==> src/rtl/uts_pkg.sv <==
// ----------------------------------------------------------------------------
// UTC timestamp validator package
// Shared constants, types and digit arithmetic for the timestamp checker.
// ----------------------------------------------------------------------------
package uts_pkg;

   localparam int unsigned TS_LEN    = 20;
   localparam int unsigned POS_W     = 5;
   localparam int unsigned YEAR_W    = 14;
   localparam int unsigned FIELD_W   = 7;
   localparam int unsigned CHAR_W    = 8;

   localparam logic [POS_W-1:0] POS_MAX    = 5'd31;
   localparam logic [POS_W-1:0] POS_END    = 5'(TS_LEN);
   localparam logic [POS_W-1:0] POS_DASH_A = 5'd4;
   localparam logic [POS_W-1:0] POS_DASH_B = 5'd7;
   localparam logic [POS_W-1:0] POS_T      = 5'd10;
   localparam logic [POS_W-1:0] POS_COLON_A = 5'd13;
   localparam logic [POS_W-1:0] POS_COLON_B = 5'd16;
   localparam logic [POS_W-1:0] POS_Z      = 5'd19;

   localparam logic [CHAR_W-1:0] CHAR_DASH  = 8'h2D;
   localparam logic [CHAR_W-1:0] CHAR_T     = 8'h54;
   localparam logic [CHAR_W-1:0] CHAR_COLON = 8'h3A;
   localparam logic [CHAR_W-1:0] CHAR_Z     = 8'h5A;
   localparam logic [CHAR_W-1:0] CHAR_ZERO  = 8'h30;
   localparam logic [CHAR_W-1:0] CHAR_NINE  = 8'h39;

   // Fields handed from the character scanner to the range checker.
   typedef struct packed {
      logic               fmt_ok;
      logic [FIELD_W-1:0] year_hi;
      logic [FIELD_W-1:0] year_lo;
      logic [FIELD_W-1:0] month;
      logic [FIELD_W-1:0] day;
      logic [FIELD_W-1:0] hour;
      logic [FIELD_W-1:0] minute;
      logic [FIELD_W-1:0] second;
   } fin_type;

   // Checked result, fields already forced to zero when invalid.
   typedef struct packed {
      logic               valid_res;
      logic [YEAR_W-1:0]  year;
      logic [FIELD_W-1:0] month;
      logic [FIELD_W-1:0] day;
      logic [FIELD_W-1:0] hour;
      logic [FIELD_W-1:0] minute;
      logic [FIELD_W-1:0] second;
   } res_type;

   // acc * 10 + d, kept to the field width.
   function automatic logic [FIELD_W-1:0] push_digit(input logic [FIELD_W-1:0] acc,
                                                     input logic [3:0] d);
      logic [FIELD_W+3:0] sum;
      sum = {acc, 3'b000} + {2'b00, acc, 1'b0} + {{FIELD_W{1'b0}}, d};
      return sum[FIELD_W-1:0];
   endfunction

endpackage

==> src/rtl/uts_req_if.sv <==
// ----------------------------------------------------------------------------
// Timestamp character channel
// One character of the string per word, with a flag on the final one.
// ----------------------------------------------------------------------------
interface uts_req_if;
   logic                       valid;
   logic                       ready;
   logic [uts_pkg::CHAR_W-1:0] ch;
   logic                       last;

   modport source (output valid, output ch, output last, input ready);
   modport sink   (input valid, input ch, input last, output ready);
endinterface

==> src/rtl/uts_rsp_if.sv <==
// ----------------------------------------------------------------------------
// Timestamp result channel
// One verdict word per string, with the decoded date and time fields.
// ----------------------------------------------------------------------------
interface uts_rsp_if;
   logic                        valid;
   logic                        ready;
   logic                        valid_res;
   logic [uts_pkg::YEAR_W-1:0]  year;
   logic [uts_pkg::FIELD_W-1:0] month;
   logic [uts_pkg::FIELD_W-1:0] day;
   logic [uts_pkg::FIELD_W-1:0] hour;
   logic [uts_pkg::FIELD_W-1:0] minute;
   logic [uts_pkg::FIELD_W-1:0] second;

   modport source (output valid, output valid_res, output year, output month,
                   output day, output hour, output minute, output second,
                   input ready);
   modport sink   (input valid, input valid_res, input year, input month,
                   input day, input hour, input minute, input second,
                   output ready);
endinterface

==> src/rtl/uts_scan.sv <==
// ----------------------------------------------------------------------------
// Timestamp character scanner
// Checks each character against its position and accumulates digit fields.
// ----------------------------------------------------------------------------
module uts_scan (
   input  logic              clock,
   input  logic              reset,
   uts_req_if.sink           req_bus,
   input  logic              fin_take,
   output logic              fin_valid,
   output uts_pkg::fin_type  fin
);

   logic [uts_pkg::POS_W-1:0]   pos_ff, pos_in;
   logic                        ferr_ff, ferr_in;
   logic [uts_pkg::FIELD_W-1:0] yhi_ff, yhi_in, ylo_ff, ylo_in;
   logic [uts_pkg::FIELD_W-1:0] mon_ff, mon_in, day_ff, day_in;
   logic [uts_pkg::FIELD_W-1:0] hour_ff, hour_in, min_ff, min_in;
   logic [uts_pkg::FIELD_W-1:0] sec_ff, sec_in;
   logic                        fin_valid_ff, fin_valid_in;
   uts_pkg::fin_type            fin_ff, fin_in;

   logic                        accept;
   logic                        is_digit;
   logic [3:0]                  digit;
   logic [uts_pkg::CHAR_W-1:0]  digit_full;

   assign req_bus.ready = !fin_valid_ff || fin_take;
   assign accept        = req_bus.valid && req_bus.ready;
   assign is_digit      = (req_bus.ch >= uts_pkg::CHAR_ZERO) &&
                          (req_bus.ch <= uts_pkg::CHAR_NINE);
   assign digit_full    = req_bus.ch - uts_pkg::CHAR_ZERO;
   assign digit         = digit_full[3:0];

   // Updated scan state including the current character.
   always_comb begin
      pos_in  = (pos_ff == uts_pkg::POS_MAX) ? uts_pkg::POS_MAX : pos_ff + 5'd1;
      ferr_in = ferr_ff;
      yhi_in  = yhi_ff;
      ylo_in  = ylo_ff;
      mon_in  = mon_ff;
      day_in  = day_ff;
      hour_in = hour_ff;
      min_in  = min_ff;
      sec_in  = sec_ff;
      case (pos_ff) inside
         uts_pkg::POS_DASH_A, uts_pkg::POS_DASH_B: begin
            if (req_bus.ch != uts_pkg::CHAR_DASH) ferr_in = 1'b1;
         end
         uts_pkg::POS_T: begin
            if (req_bus.ch != uts_pkg::CHAR_T) ferr_in = 1'b1;
         end
         uts_pkg::POS_COLON_A, uts_pkg::POS_COLON_B: begin
            if (req_bus.ch != uts_pkg::CHAR_COLON) ferr_in = 1'b1;
         end
         uts_pkg::POS_Z: begin
            if (req_bus.ch != uts_pkg::CHAR_Z) ferr_in = 1'b1;
         end
         [5'd0:5'd18]: begin
            if (!is_digit) begin
               ferr_in = 1'b1;
            end else begin
               case (pos_ff) inside
                  [5'd0:5'd1]:   yhi_in  = uts_pkg::push_digit(yhi_ff, digit);
                  [5'd2:5'd3]:   ylo_in  = uts_pkg::push_digit(ylo_ff, digit);
                  [5'd5:5'd6]:   mon_in  = uts_pkg::push_digit(mon_ff, digit);
                  [5'd8:5'd9]:   day_in  = uts_pkg::push_digit(day_ff, digit);
                  [5'd11:5'd12]: hour_in = uts_pkg::push_digit(hour_ff, digit);
                  [5'd14:5'd15]: min_in  = uts_pkg::push_digit(min_ff, digit);
                  default:       sec_in  = uts_pkg::push_digit(sec_ff, digit);
               endcase
            end
         end
         default: ferr_in = 1'b1;
      endcase
   end

   always_comb begin
      fin_in.fmt_ok  = !ferr_in && (pos_in == uts_pkg::POS_END);
      fin_in.year_hi = yhi_in;
      fin_in.year_lo = ylo_in;
      fin_in.month   = mon_in;
      fin_in.day     = day_in;
      fin_in.hour    = hour_in;
      fin_in.minute  = min_in;
      fin_in.second  = sec_in;
      if (accept && req_bus.last) begin
         fin_valid_in = 1'b1;
      end else if (fin_take) begin
         fin_valid_in = 1'b0;
      end else begin
         fin_valid_in = fin_valid_ff;
      end
   end

   always_ff @(posedge clock) begin
      if (reset) begin
         pos_ff       <= '0;
         ferr_ff      <= 1'b0;
         yhi_ff       <= '0;
         ylo_ff       <= '0;
         mon_ff       <= '0;
         day_ff       <= '0;
         hour_ff      <= '0;
         min_ff       <= '0;
         sec_ff       <= '0;
         fin_valid_ff <= 1'b0;
      end else begin
         fin_valid_ff <= fin_valid_in;
         if (accept) begin
            if (req_bus.last) begin
               // The string is complete: start afresh for the next one.
               pos_ff  <= '0;
               ferr_ff <= 1'b0;
               yhi_ff  <= '0;
               ylo_ff  <= '0;
               mon_ff  <= '0;
               day_ff  <= '0;
               hour_ff <= '0;
               min_ff  <= '0;
               sec_ff  <= '0;
            end else begin
               pos_ff  <= pos_in;
               ferr_ff <= ferr_in;
               yhi_ff  <= yhi_in;
               ylo_ff  <= ylo_in;
               mon_ff  <= mon_in;
               day_ff  <= day_in;
               hour_ff <= hour_in;
               min_ff  <= min_in;
               sec_ff  <= sec_in;
            end
         end
      end
   end

   always_ff @(posedge clock) begin
      if (accept && req_bus.last) begin
         fin_ff <= fin_in;
      end
   end

   assign fin_valid = fin_valid_ff;
   assign fin       = fin_ff;

endmodule

==> src/rtl/uts_range.sv <==
// ----------------------------------------------------------------------------
// Timestamp range checker
// Checks the decoded fields against calendar and clock limits.
// ----------------------------------------------------------------------------
module uts_range (
   input  uts_pkg::fin_type fin,
   output uts_pkg::res_type res
);

   logic                        leap;
   logic [uts_pkg::FIELD_W-1:0] mdays;
   logic                        ok;
   logic [uts_pkg::YEAR_W-1:0]  year;

   // The year is hundreds times year_hi plus year_lo, so divisibility by
   // four depends on year_lo alone, and by 400 on year_hi when year_lo is zero.
   assign leap = (fin.year_lo == '0) ? (fin.year_hi[1:0] == 2'b00)
                                     : (fin.year_lo[1:0] == 2'b00);

   assign year = uts_pkg::YEAR_W'(fin.year_hi) * 14'd100 + uts_pkg::YEAR_W'(fin.year_lo);

   always_comb begin
      case (fin.month) inside
         7'd1, 7'd3, 7'd5, 7'd7, 7'd8, 7'd10, 7'd12: mdays = 7'd31;
         7'd4, 7'd6, 7'd9, 7'd11:                    mdays = 7'd30;
         7'd2:                                       mdays = leap ? 7'd29 : 7'd28;
         default:                                    mdays = 7'd0;
      endcase
   end

   assign ok = fin.fmt_ok &&
               (fin.month >= 7'd1) && (fin.month <= 7'd12) &&
               (fin.day >= 7'd1) && (fin.day <= mdays) &&
               (fin.hour <= 7'd23) && (fin.minute <= 7'd59) && (fin.second <= 7'd59);

   always_comb begin
      res.valid_res = ok;
      res.year      = ok ? year       : '0;
      res.month     = ok ? fin.month  : '0;
      res.day       = ok ? fin.day    : '0;
      res.hour      = ok ? fin.hour   : '0;
      res.minute    = ok ? fin.minute : '0;
      res.second    = ok ? fin.second : '0;
   end

endmodule

==> src/rtl/utc_timestamp_validator_top.sv <==
// ----------------------------------------------------------------------------
// UTC timestamp validator
// Validates YYYY-MM-DDTHH:MM:SSZ strings fed one character per word.
// ----------------------------------------------------------------------------
// One character is taken every cycle while the result side keeps up. Each
// character updates the position count and field accumulators as it is
// accepted; the word flagged last also loads a register with the completed
// fields, whose ranges are checked on the way into the output register.
// Fields read zero whenever the verdict is invalid.
module utc_timestamp_validator_top (
   input  logic     clock,
   input  logic     reset,
   uts_req_if.sink  req_bus,
   uts_rsp_if.source rsp_bus
);

   logic             fin_valid;
   logic             fin_take;
   logic             out_free;
   uts_pkg::fin_type fin;
   uts_pkg::res_type res;

   logic             rsp_valid_ff, rsp_valid_in;
   uts_pkg::res_type rsp_ff;

   assign out_free = !rsp_valid_ff || rsp_bus.ready;
   assign fin_take = fin_valid && out_free;

   uts_scan u_scan (
      .clock     (clock),
      .reset     (reset),
      .req_bus   (req_bus),
      .fin_take  (fin_take),
      .fin_valid (fin_valid),
      .fin       (fin)
   );

   uts_range u_range (
      .fin (fin),
      .res (res)
   );

   assign rsp_valid_in = out_free ? fin_valid : rsp_valid_ff;

   always_ff @(posedge clock) begin
      if (reset) begin
         rsp_valid_ff <= 1'b0;
      end else begin
         rsp_valid_ff <= rsp_valid_in;
      end
   end

   always_ff @(posedge clock) begin
      if (fin_take) begin
         rsp_ff <= res;
      end
   end

   assign rsp_bus.valid     = rsp_valid_ff;
   assign rsp_bus.valid_res = rsp_ff.valid_res;
   assign rsp_bus.year      = rsp_ff.year;
   assign rsp_bus.month     = rsp_ff.month;
   assign rsp_bus.day       = rsp_ff.day;
   assign rsp_bus.hour      = rsp_ff.hour;
   assign rsp_bus.minute    = rsp_ff.minute;
   assign rsp_bus.second    = rsp_ff.second;

   // A flagged last character always leaves a completed string pending.
   a_last_fills: assert property (@(posedge clock) disable iff (reset)
      req_bus.valid && req_bus.ready && req_bus.last |=> fin_valid)
      else $error("last character did not produce a pending result");

   // An invalid verdict carries all-zero fields.
   a_invalid_zero: assert property (@(posedge clock) disable iff (reset)
      rsp_bus.valid && !rsp_bus.valid_res |->
         rsp_bus.year == '0 && rsp_bus.month == '0 && rsp_bus.day == '0 &&
         rsp_bus.hour == '0 && rsp_bus.minute == '0 && rsp_bus.second == '0)
      else $error("invalid result with non-zero fields");

   // A valid verdict lies within calendar and clock limits.
   a_valid_range: assert property (@(posedge clock) disable iff (reset)
      rsp_bus.valid && rsp_bus.valid_res |->
         rsp_bus.month >= 7'd1 && rsp_bus.month <= 7'd12 && rsp_bus.day >= 7'd1 &&
         rsp_bus.day <= 7'd31 && rsp_bus.hour <= 7'd23 && rsp_bus.minute <= 7'd59 &&
         rsp_bus.second <= 7'd59 && rsp_bus.year <= 14'd9999)
      else $error("valid result out of range");

endmodule

==> src/flat_wrapper.sv <==
// flat-port wrapper written by rule: the top's interface ports become plain ports
module utc_timestamp_validator_top_flat 
  (clock, reset, req_bus_valid, req_bus_ch, req_bus_last, req_bus_ready, rsp_bus_valid, rsp_bus_valid_res, rsp_bus_year, rsp_bus_month, rsp_bus_day, rsp_bus_hour, rsp_bus_minute, rsp_bus_second, rsp_bus_ready);
  uts_req_if req_bus_i ();
  uts_rsp_if rsp_bus_i ();
  input  logic clock;
  input  logic reset;
  input wire logic [$bits(req_bus_i.valid)-1:0] req_bus_valid;
  input wire logic [$bits(req_bus_i.ch)-1:0] req_bus_ch;
  input wire logic [$bits(req_bus_i.last)-1:0] req_bus_last;
  output wire logic [$bits(req_bus_i.ready)-1:0] req_bus_ready;
  output wire logic [$bits(rsp_bus_i.valid)-1:0] rsp_bus_valid;
  output wire logic [$bits(rsp_bus_i.valid_res)-1:0] rsp_bus_valid_res;
  output wire logic [$bits(rsp_bus_i.year)-1:0] rsp_bus_year;
  output wire logic [$bits(rsp_bus_i.month)-1:0] rsp_bus_month;
  output wire logic [$bits(rsp_bus_i.day)-1:0] rsp_bus_day;
  output wire logic [$bits(rsp_bus_i.hour)-1:0] rsp_bus_hour;
  output wire logic [$bits(rsp_bus_i.minute)-1:0] rsp_bus_minute;
  output wire logic [$bits(rsp_bus_i.second)-1:0] rsp_bus_second;
  input wire logic [$bits(rsp_bus_i.ready)-1:0] rsp_bus_ready;
  assign req_bus_i.valid = req_bus_valid;
  assign req_bus_i.ch = req_bus_ch;
  assign req_bus_i.last = req_bus_last;
  assign req_bus_ready = req_bus_i.ready;
  assign rsp_bus_valid = rsp_bus_i.valid;
  assign rsp_bus_valid_res = rsp_bus_i.valid_res;
  assign rsp_bus_year = rsp_bus_i.year;
  assign rsp_bus_month = rsp_bus_i.month;
  assign rsp_bus_day = rsp_bus_i.day;
  assign rsp_bus_hour = rsp_bus_i.hour;
  assign rsp_bus_minute = rsp_bus_i.minute;
  assign rsp_bus_second = rsp_bus_i.second;
  assign rsp_bus_i.ready = rsp_bus_ready;
  utc_timestamp_validator_top u_core (.clock(clock), .reset(reset), .req_bus(req_bus_i), .rsp_bus(rsp_bus_i));
endmodule
==> config.mk <==
export PLATFORM = sky130hd
export DESIGN_NAME = utc_timestamp_validator_top_flat
export DESIGN_NICKNAME = d
export VERILOG_FILES = /design/src/rtl/uts_pkg.sv /design/src/rtl/uts_req_if.sv /design/src/rtl/uts_rsp_if.sv /design/src/rtl/uts_scan.sv /design/src/rtl/uts_range.sv /design/src/rtl/utc_timestamp_validator_top.sv /design/src/flat_wrapper.sv
export SDC_FILE = /design/constraint.sdc
export NUM_CORES = 1
export LEC_CHECK = 0
export BUFFER_PORTS_ARGS = -buffer_cell sky130_fd_sc_hd__buf_2
export CORE_MARGIN = 1
export CORE_UTILIZATION = 60
export CTS_CLUSTER_DIAMETER = 30
export DETAILED_ROUTE_END_ITERATION = 8
export HOLD_SLACK_MARGIN = 0.06
export PLACE_DENSITY_LB_ADDON = 0.3
export SYNTH_ARGS = -nofsm -noshare
export SYNTH_HDL_FRONTEND = slang
export SYNTH_HIERARCHICAL = 1
export SYNTH_SLANG_ARGS = --single-unit
export TNS_END_PERCENT = 50
==> constraint.sdc <==
create_clock -name clock -period 7 [get_ports clock]
set_input_delay 0.7 -clock clock [delete_from_list [all_inputs] [get_ports clock]]
set_output_delay 0.7 -clock clock [all_outputs]
set_load 0.005 [all_outputs]
==> results.ini, run 1 <==
[outcome]
outcome=finished, final reports clean

[power]
p_per_area_mw_per_mm2=208
comb_power_share=0.086
seqPwrFrac=0.467
ir_drop_mv=0.150
swShare=0.232
p_leak_nw=4.44
p_int_mw=1.68
clock_power_share=0.447
p_total_mw=2.19
switchingPower_mw=0.509

[routing]
routedWlPerCell_microns=16.9
met1_length_microns=8660
num_vias=6655
drt_iter0_markers=507
drc=0
first_pass_iters=5
antenna_left=0
routed_via_density=5.77
wl_microns=19500
dr_wl_met2_microns=9530
highest_layer=met4
wl_met3_microns=810

[timing]
slew_violations=0
max_freq_mhz=287
period_needed_ns=3.48
period_share=0.497
slew_headroom=0.369
clock_skew_ns=0.00996
finalSetupViolCount=0
max_slew.worst_pin.slew_ns=0.943
tns_ns=0
rsz0062_at_grt=false
final_hold_viol_count=0

[place]
io_buffers=64
place_area_sq_mm=0.00987
hpwl_microns=13500
gp_congestion=0.854

[critical_path]
crit_type=reg2reg
cp_cell_sequence=ha_1 -> ha_1 -> ha_1 -> inv_1 -> fa_1 -> nand2b_1 -> a21oi_1 -> xor2_1 -> nand3b_1 -> a2111o_1 -> a21boi_2
critPathMaxFanout=5
critPathRequiredTime_ns=7.28
reg2reg_depth=11
reg2reg_slack_ns=3.52
worstReg2RegEnd=u_core/rsp_bus.year[13]
r2r_start=u_core/u_scan/fin[43]
critPathSlowestCell=edfxtp_1
worstPathArrival_ns=3.76
max_stage_delay_ns=0.48
worstSetupStartpointType=register
cp_common_cell=ha_1
end_kind=register

[min_path]
hp-start=u_core/u_scan/min_ff[6]
hold_path_depth=1
hold-path-endpoint=u_core/u_scan/min_ff[6]
hold_path_class=reg2reg

[die]
num_rows=45
io-pin-count=65
die_h_microns=128
dieWidth_microns=128
core_sq_mm=0.0153
start_util=0.621
die_area_sq_mm=0.0164

[synthesis]
async_reset_ff_frac=0
ys_warn_count=6
synthDominantCellAreaShare=0.316
ys.flop_type=edfxtp_1
synth-edff-count=100
synth.area.top_cells=edfxtp_1, ha_1, dfxtp_1, fa_1, xnor2_1
netlist_instances=882
synth-seq-area-share=0.436
ys_ff_latch=157
syn_area_per_cell_sq_um=10.8
synth_common_cells=edfxtp_1, ha_1, nand2_1, inv_1, dfxtp_1
syn_area_sq_mm=0.00951
synth_most_common_cell=edfxtp_1
yosysUniqueCellTypes=78
yosysTopAreaCell=edfxtp_1

[clock_network]
hold_buffers=0
cts_root_buf=clkbuf_16
htreeDepth=4
worstSkewPairLatency_ns=0.43
clk_pin_slew_ns=0.06
cts.sinks=157
cts_buffers=17
cts_tree=built
post_cts_resized=0
clock_path_buffers=2
cts_setup_buffers=0

[final_layout]
stdcell_area_sq_mm=0.0105
fillers=1141
drive_gt1_frac=0.155
area_growth_pct=10.5
nNetsFinal=1056
multi_input_area_sq_mm=0.00488
antenna_cells=0
seqCellArea_sq_mm=0.00414

[grt]
grt_util_all_layers=0.254
grt_pass1_wl_microns=31900
grt_pass1_vias=6477
grt_max_degree=52
grt_overflow=0
grt_antenna_before_repair=0

[run]
maxCapViolCount=0

==> critical path: cells and delay by family (launching register included) <==
kind / cells / cell delay [ns]
adder cells (fa/ha/maj): 4 / 1.39
XOR/XNOR: 1 / 0.32
flip-flops: 1 / 0.48
AND/OR/NAND/NOR: 2 / 0.38
buffers and inverters: 1 / 0.06
AO/OA/AOI/OAI: 3 / 0.70
==> through the flow <==
step | worst slack, ns | instances | hold slack (ns) | utilization
after floorplan | 3.40 | 890 | 0.425 | -
after global placement | 3.29 | 1121 | 0.438 | 0.644
after detailed placement | 3.19 | 1121 | 0.459 | 0.644
after CTS | 3.52 | 1153 | 0.472 | 0.686
after global routing | 3.28 | 1153 | 0.487 | 0.686
final | 3.52 | 1153 | 0.474 | 0.686
==> per-layer routing <==
layer  track usage  vias to the layer above
li1              -                     3267
met5             0                        -
met4         0.100                        0
met1         0.321                     3171
met2         0.432                      182
met3        0.0451                       35
==> registers in the layout (all words and copies together) (netlist names), 5 cells and up <==
signal / flops
u_core/rsp_bus.year: 14
u_core/u_scan/hour_ff: 7
u_core/u_scan/pos_ff: 5
u_core/u_scan/ylo_ff: 7
u_core/rsp_bus.second: 7
u_core/u_scan/mon_ff: 7
u_core/rsp_bus.month: 7
u_core/rsp_bus.day: 7
u_core/u_scan/min_ff: 7
u_core/rsp_bus.hour: 7
u_core/rsp_bus.minute: 7
u_core/u_scan/sec_ff: 7
u_core/u_scan/day_ff: 7
u_core/u_scan/yhi_ff: 7
u_core/u_scan/fin: 50
==> cells in the final DEF (no fill, tap or decap), types with 5 or more instances in the layout <==
master       n
a21o_1      17
nand3b_1    14
nand3_1      7
edfxtp_1   100
a31oi_1     14
ha_1        97
buf_2       64
nand4_1      6
and2_2       9
or4b_1       5
inv_1       62
mux2_2      19
and2_1      33
nor2b_1      5
conb_1       9
a22o_1      18
nor3_1       9
o31ai_1      6
clkinv_4     6
dfxtp_1     57
nand4b_1     8
nor2_1      32
xnor2_1     38
clkbuf_16   17
nand2b_1     6
o21ai_0     36
nand2_1     79
fa_1        17
a211oi_1     7
and3_1       5
xor2_1      11
a21oi_1     47
==> cell families (layout without fill, tap and decap cells) <==
family | Yosys count | count (layout) | share of synthesized area
buffers and inverters | 110 | 162 | 0.0536
other | 1 | 9 | 0.000394
muxes | 19 | 19 | 0.0225
AOI/OAI and AO/OA | 182 | 182 | 0.129
DFF | 157 | 157 | 0.436
and+or+nand+nor | 250 | 250 | 0.150
xor gates and xnor gates | 49 | 49 | 0.0451
adders and majority gates | 114 | 114 | 0.163
==> area by class of cell <==
class / count / share of cell area
Multi-Input combinational cell: 623 / 0.465
Sequential cell: 157 / 0.395
Clock buffer: 17 / 0.0405
Timing Repair Buffer: 66 / 0.0319
Tap cell: 211 / 0.0251
Inverter: 64 / 0.0229
Clock inverter: 15 / 0.0200
==> how the worst max path moves through the flow <==
stage                                     start                      end  cells past startpoint
after detailed placement          rsp_bus_ready  u_core/u_scan/day_ff[5]                      8
after floorplan                   rsp_bus_ready  u_core/u_scan/min_ff[0]                     10
after global placement            rsp_bus_ready  u_core/u_scan/day_ff[3]                      9
after global routing              rsp_bus_ready  u_core/u_scan/day_ff[3]                      9
final                     u_core/u_scan/fin[43]  u_core/rsp_bus.year[13]                     11
after CTS                 u_core/u_scan/fin[44]  u_core/rsp_bus.year[13]                     10
==> power groups by stage <==
stage	combinational (mW)	sequential, mW	clock, mW
floorplan	0.133	1.04	0
global placement	0.180	1.04	0
detailed placement	0.184	1.04	0
CTS	0.187	1.02	0.988
global route	0.209	1.02	1.03
finish	0.188	1.02	0.979
Power figures use the tool's default switching activity.
==> run 2, diff against run 1 <==
CORE_UTILIZATION = 56   (was 60)
clock period = 3 ns   (was 7 ns; I/O delays follow)
==> run 2 against run 1 <==
Net effect: the run now ends with setup timing left; hold slack got worse by 0.34 ns; global-route usage is 1.3 points lower; worst setup slack worse by 3.7 ns; fmax grew 11%; flip-flop and latch count unchanged; clock power is 110% higher; sequential share of layout area down 2.6 points; via count is 5.6% higher; first-iteration DRC count up 9.3%; count of clock-buffer cells in the layout increased by 1; critical path type unchanged; critical endpoint is now u_core/rsp_bus.year[12].
==> results.ini, run 2 (same netlist as run 1, synthesis figures left out) <==
[outcome]
outcome=finished, violations left
violations=setup timing

[die]
die_h_microns=132
num_rows=47
io-pin-count=65
dieWidth_microns=132
start_util=0.573
core_sq_mm=0.0166
die_area_sq_mm=0.0175

[power]
ir_drop_mv=0.417
p_per_area_mw_per_mm2=452
p_total_mw=5.09
p_leak_nw=4.74

[final_layout]
largest_reg_flops=50
layout_commonest_cell=edfxtp_1
regMostFlops=u_core/u_scan/fin
layout_common_cells=edfxtp_1, ha_1, nand2_1
antenna_cells=0
top_regs=u_core/u_scan/fin x50, u_core/rsp_bus.year x14
drive_gt1_frac=0.243
nNetsFinal=1110
seqCellArea_sq_mm=0.00414
fillers=1216
area_growth_pct=18.3
multi_input_area_sq_mm=0.00517
fin_util=0.678
stdcell_area_sq_mm=0.0112

[place]
place_area_sq_mm=0.0102
gp_congestion=0.882
io_buffers=64
hpwl_microns=13700
pre_cts_slack_ns=-0.319

[timing]
setup_ws_ns=-0.140
final_hold_viol_count=0
tns_ns=-1.93
finalSetupViolCount=34
rsz0062_at_grt=true
clock_skew_ns=0.0106
slew_headroom=0.426
period_needed_ns=3.14
slew_violations=0
max_freq_mhz=319
period_share=1.05
max_slew.worst_pin.slew_ns=0.854

[critical_path]
critPathRequiredTime_ns=3.18
cpLargestDelayFamily=adder cells
max_stage_delay_ns=0.49
critPathSlowestCell=edfxtp_1
end_kind=register
worstSetupStartpointType=register
crit_type=reg2reg
worstReg2RegEnd=u_core/rsp_bus.year[12]
critPathMaxFanout=4
crit_buf_inv=1
worstPathArrival_ns=3.32
reg2reg_slack_ns=-0.14
r2r_start=u_core/u_scan/fin[44]
reg2reg_depth=11
cp_common_cell=ha_4
cp_cell_sequence=ha_4 -> ha_4 -> fa_2 -> ha_4 -> a211oi_2 -> nor3b_1 -> nor3_2 -> buf_4 -> nand4b_1 -> xnor2_1 -> and2_1

[routing]
highest_layer=met4
num_vias=7025
drc=0
routed_via_density=5.78
first_pass_iters=5
wl_microns=21200
dr_wl_met2_microns=10500
routedWlPerCell_microns=17.4
wl_met3_microns=1000
met1_length_microns=9290
drt_iter0_markers=554
antenna_left=0

[clock_network]
clk_pin_slew_ns=0.06
clock_path_buffers=2
cts_root_buf=clkbuf_16
htreeDepth=4
cts_tree=built
worstSkewPairLatency_ns=0.43
cts.sinks=157
cts_buffers=17
hold_buffers=0

[min_path]
hold_path_class=in2reg
hold_path_depth=2
hold-path-endpoint=u_core/rsp_bus.valid
hp-start=reset

[grt]
grt_overflow=0
grt_max_degree=51
grt_pass1_wl_microns=33400
grt_util_all_layers=0.240
grt_pass1_vias=6704
grt_antenna_before_repair=0

[run]
maxCapViolCount=0

==> run 2: worst max path at each step <==
| stage | start | endpoint | slack, ns | depth (start not counted) |
|---|---|---|---|---|
| 6_report | u_core/u_scan/fin[44] | u_core/rsp_bus.year[12] | -0.14 | 11 |
| 5_1_grt | u_core/u_scan/fin[44] | u_core/rsp_bus.year[13] | -0.24 | 10 |
| 4_1_cts | u_core/u_scan/fin[44] | u_core/rsp_bus.year[13] | -0.08 | 10 |
| 3_5_place_dp | u_core/u_scan/fin[44] | u_core/rsp_bus.year[13] | -0.32 | 10 |
| 3_3_place_gp | u_core/u_scan/fin[44] | u_core/rsp_bus.year[13] | -0.24 | 10 |
| 2_1_floorplan | u_core/u_scan/fin[43] | u_core/rsp_bus.year[13] | -0.20 | 11 |
==> run 2: area by class of cell <==
cell class,instances,share of cell area
repair buffers,120,0.0744
clock buffers,18,0.0382
flip-flops and latches,157,0.368
clock inverters,14,0.0129
inverters,64,0.0219
multi-input cells,623,0.460
well taps,220,0.0245
==> run 2: metrics by stage <==
step,hold WS (ns),instances
after detailed placement,0.442,1171
after global placement,0.436,1171
final,0.133,1216
after CTS,0.131,1208
after floorplan,0.362,890
after global routing,0.144,1216
==> run 2: worst register-to-register path, delay by kind of cell (launching register included) <==
family | cells | cell delay [ns]
AOI/OAI and AO/OA | 1 | 0.27
and+or+nand+nor | 4 | 0.61
DFF | 1 | 0.49
xor gates and xnor gates | 1 | 0.15
buffers and inverters | 1 | 0.16
adders and majority gates | 4 | 1.22
==> run 2: power by group <==
group | leakage (nW) | switching (mW) | internal, mW
Clock | 0.274 | 0.875 | 1.22
Sequential | 1.41 | 0.0269 | 2.35
Combinational | 3.06 | 0.339 | 0.271
==> run 2: repair_timing <==
item	CTS	global route
pin swaps	10	27
resized for setup	19	39
gates cloned	0	4
hold endpoints to repair	0	0
setup endpoints to repair	5	41
buffers inserted	5	4
==> run 2: layer usage <==
layer / up-vias / global-route usage
met3: 31 / 0.0392
met2: 224 / 0.406
li1: 3378 / -
met1: 3392 / 0.314
met5: - / 0
met4: 0 / 0.0817
==> run 3, diff against run 2 <==
RECOVER_POWER = 50   (was not set)
==> run 3 against run 2 <==
Net effect: critical endpoint unchanged; global-route usage is the same; core utilization decreased by 0.26 points; critical path depth stayed put; fmax barely moved; non-clock buffer count unchanged; the flow still finishes with violations (setup timing).
==> results.ini, run 3 (same netlist as run 1, synthesis figures left out) <==
[place]
io_buffers=64
gp_congestion=0.882
dpl.cell_count=1171
hpwl_microns=13700
place_area_sq_mm=0.0102

[die]
io-pin-count=65
die_h_microns=132
start_util=0.573
num_rows=47
core_sq_mm=0.0166
die_area_sq_mm=0.0175
dieWidth_microns=132

[timing]
rsz0062_at_grt=true
max_slew.worst_pin.slew_ns=1.29
slew_headroom=0.142
period_needed_ns=3.14
finalSetupViolCount=34
slew_violations=0
period_share=1.05
setup_ws_ns=-0.138
clock_skew_ns=0.0108
max_freq_mhz=319
final_hold_viol_count=0

[final_layout]
finalNonFillerCells=1216
largest_reg_flops=50
layout_common_cells=edfxtp_1, ha_1, nand2_1
area_growth_pct=17.9
fillers=1227
nNetsFinal=1110
fin_util=0.676
layout_commonest_cell=edfxtp_1
seqCellArea_sq_mm=0.00414
top_regs=u_core/u_scan/fin x50, u_core/rsp_bus.year x14
stdcell_area_sq_mm=0.0112
multi_input_area_sq_mm=0.00516
drive_gt1_frac=0.226
antenna_cells=0
regMostFlops=u_core/u_scan/fin

[outcome]
outcome=finished, violations left
violations=setup timing

[critical_path]
worstPathArrival_ns=3.31
worstSetupStartpointType=register
end_kind=register
reg2reg_slack_ns=-0.14
critPathRequiredTime_ns=3.17
critPathMaxFanout=4
crit_type=reg2reg

[routing]
routed_via_density=5.81
wl_microns=21300
routedWlPerCell_microns=17.5
antenna_left=0
drc=0
num_vias=7061
drt_iter0_markers=525
first_pass_iters=5

[run]
maxCapViolCount=0

[min_path]
hold_path_class=in2reg

[grt]
grt_util_all_layers=0.240
grt_antenna_before_repair=0
grt_pass1_vias=6704
grt_pass1_wl_microns=33400
grt_overflow=0
grt_max_degree=51

[clock_network]
cts_buffers=17
htreeDepth=4
clock_path_buffers=2
cts_tree=built
cts_root_buf=clkbuf_16
cts.sinks=157
clk_pin_slew_ns=0.06
hold_buffers=0
worstSkewPairLatency_ns=0.43

[power]
p_leak_nw=4.69
p_total_mw=5.08
p_per_area_mw_per_mm2=454
ir_drop_mv=0.415

run 3: timing repair:
action,4_1_cts,5_1_grt
pin swaps,10,27
gates cloned,0,4
buffers inserted,5,4
setup endpoints to repair,5,41
resized for setup,19,39
run 3: power breakdown:
part	leakage [nW]	total, mW	switching, mW	internal (mW)
Combinational	3.00	0.605	0.340	0.265
Clock	0.274	2.10	0.874	1.22
Sequential	1.41	2.38	0.0269	2.36
Total	4.69	5.08	1.24	3.84
run 3: final timing paths:
check                           from                      end  cells past startpoint
max            u_core/u_scan/fin[44]  u_core/rsp_bus.year[12]                     11
min reg2reg  u_core/u_scan/min_ff[6]  u_core/u_scan/min_ff[6]                      1
max reg2reg    u_core/u_scan/fin[44]  u_core/rsp_bus.year[12]                     11
min                    rsp_bus_ready     u_core/rsp_bus.valid                      3
run 3: layout make-up:
cell class | instances | area share
multi-input combinational | 623 | 0.460
inverter | 64 | 0.0218
timing repair buffer | 120 | 0.0721
sequential | 157 | 0.370
tap | 220 | 0.0246
clock inverter | 14 | 0.0130
clock buffer | 18 | 0.0383
run 3: stage by stage:
stage / setup TNS (ns) / hold slack, ns / worst slack (ns)
2_1_floorplan: -0.385 / 0.362 / -0.195
3_3_place_gp: -0.595 / 0.436 / -0.239
3_5_place_dp: -0.900 / 0.442 / -0.319
4_1_cts: -0.181 / 0.131 / -0.0752
5_1_grt: -5.92 / 0.150 / -0.244
6_report: -2.58 / 0.147 / -0.138
run 3: worst max-delay path, cell delays in order (launching register included):
cell and delay, ns:
edfxtp_1 0.49, ha_4 0.30, ha_4 0.26, fa_2 0.46, ha_4 0.20, a211oi_2 0.27
nor3b_1 0.13, nor3_2 0.22, buf_4 0.15, nand4b_1 0.12, xnor2_1 0.15, and2_1 0.14
run 3: metal layers:
metal  track usage  share of wire  vias to the layer above
met1         0.314           0.44                     3450
met4        0.0817          0.017                        0
met3        0.0392          0.043                       29
li1              -              -                     3378
met2         0.406           0.50                      204
met5             0              0                        -
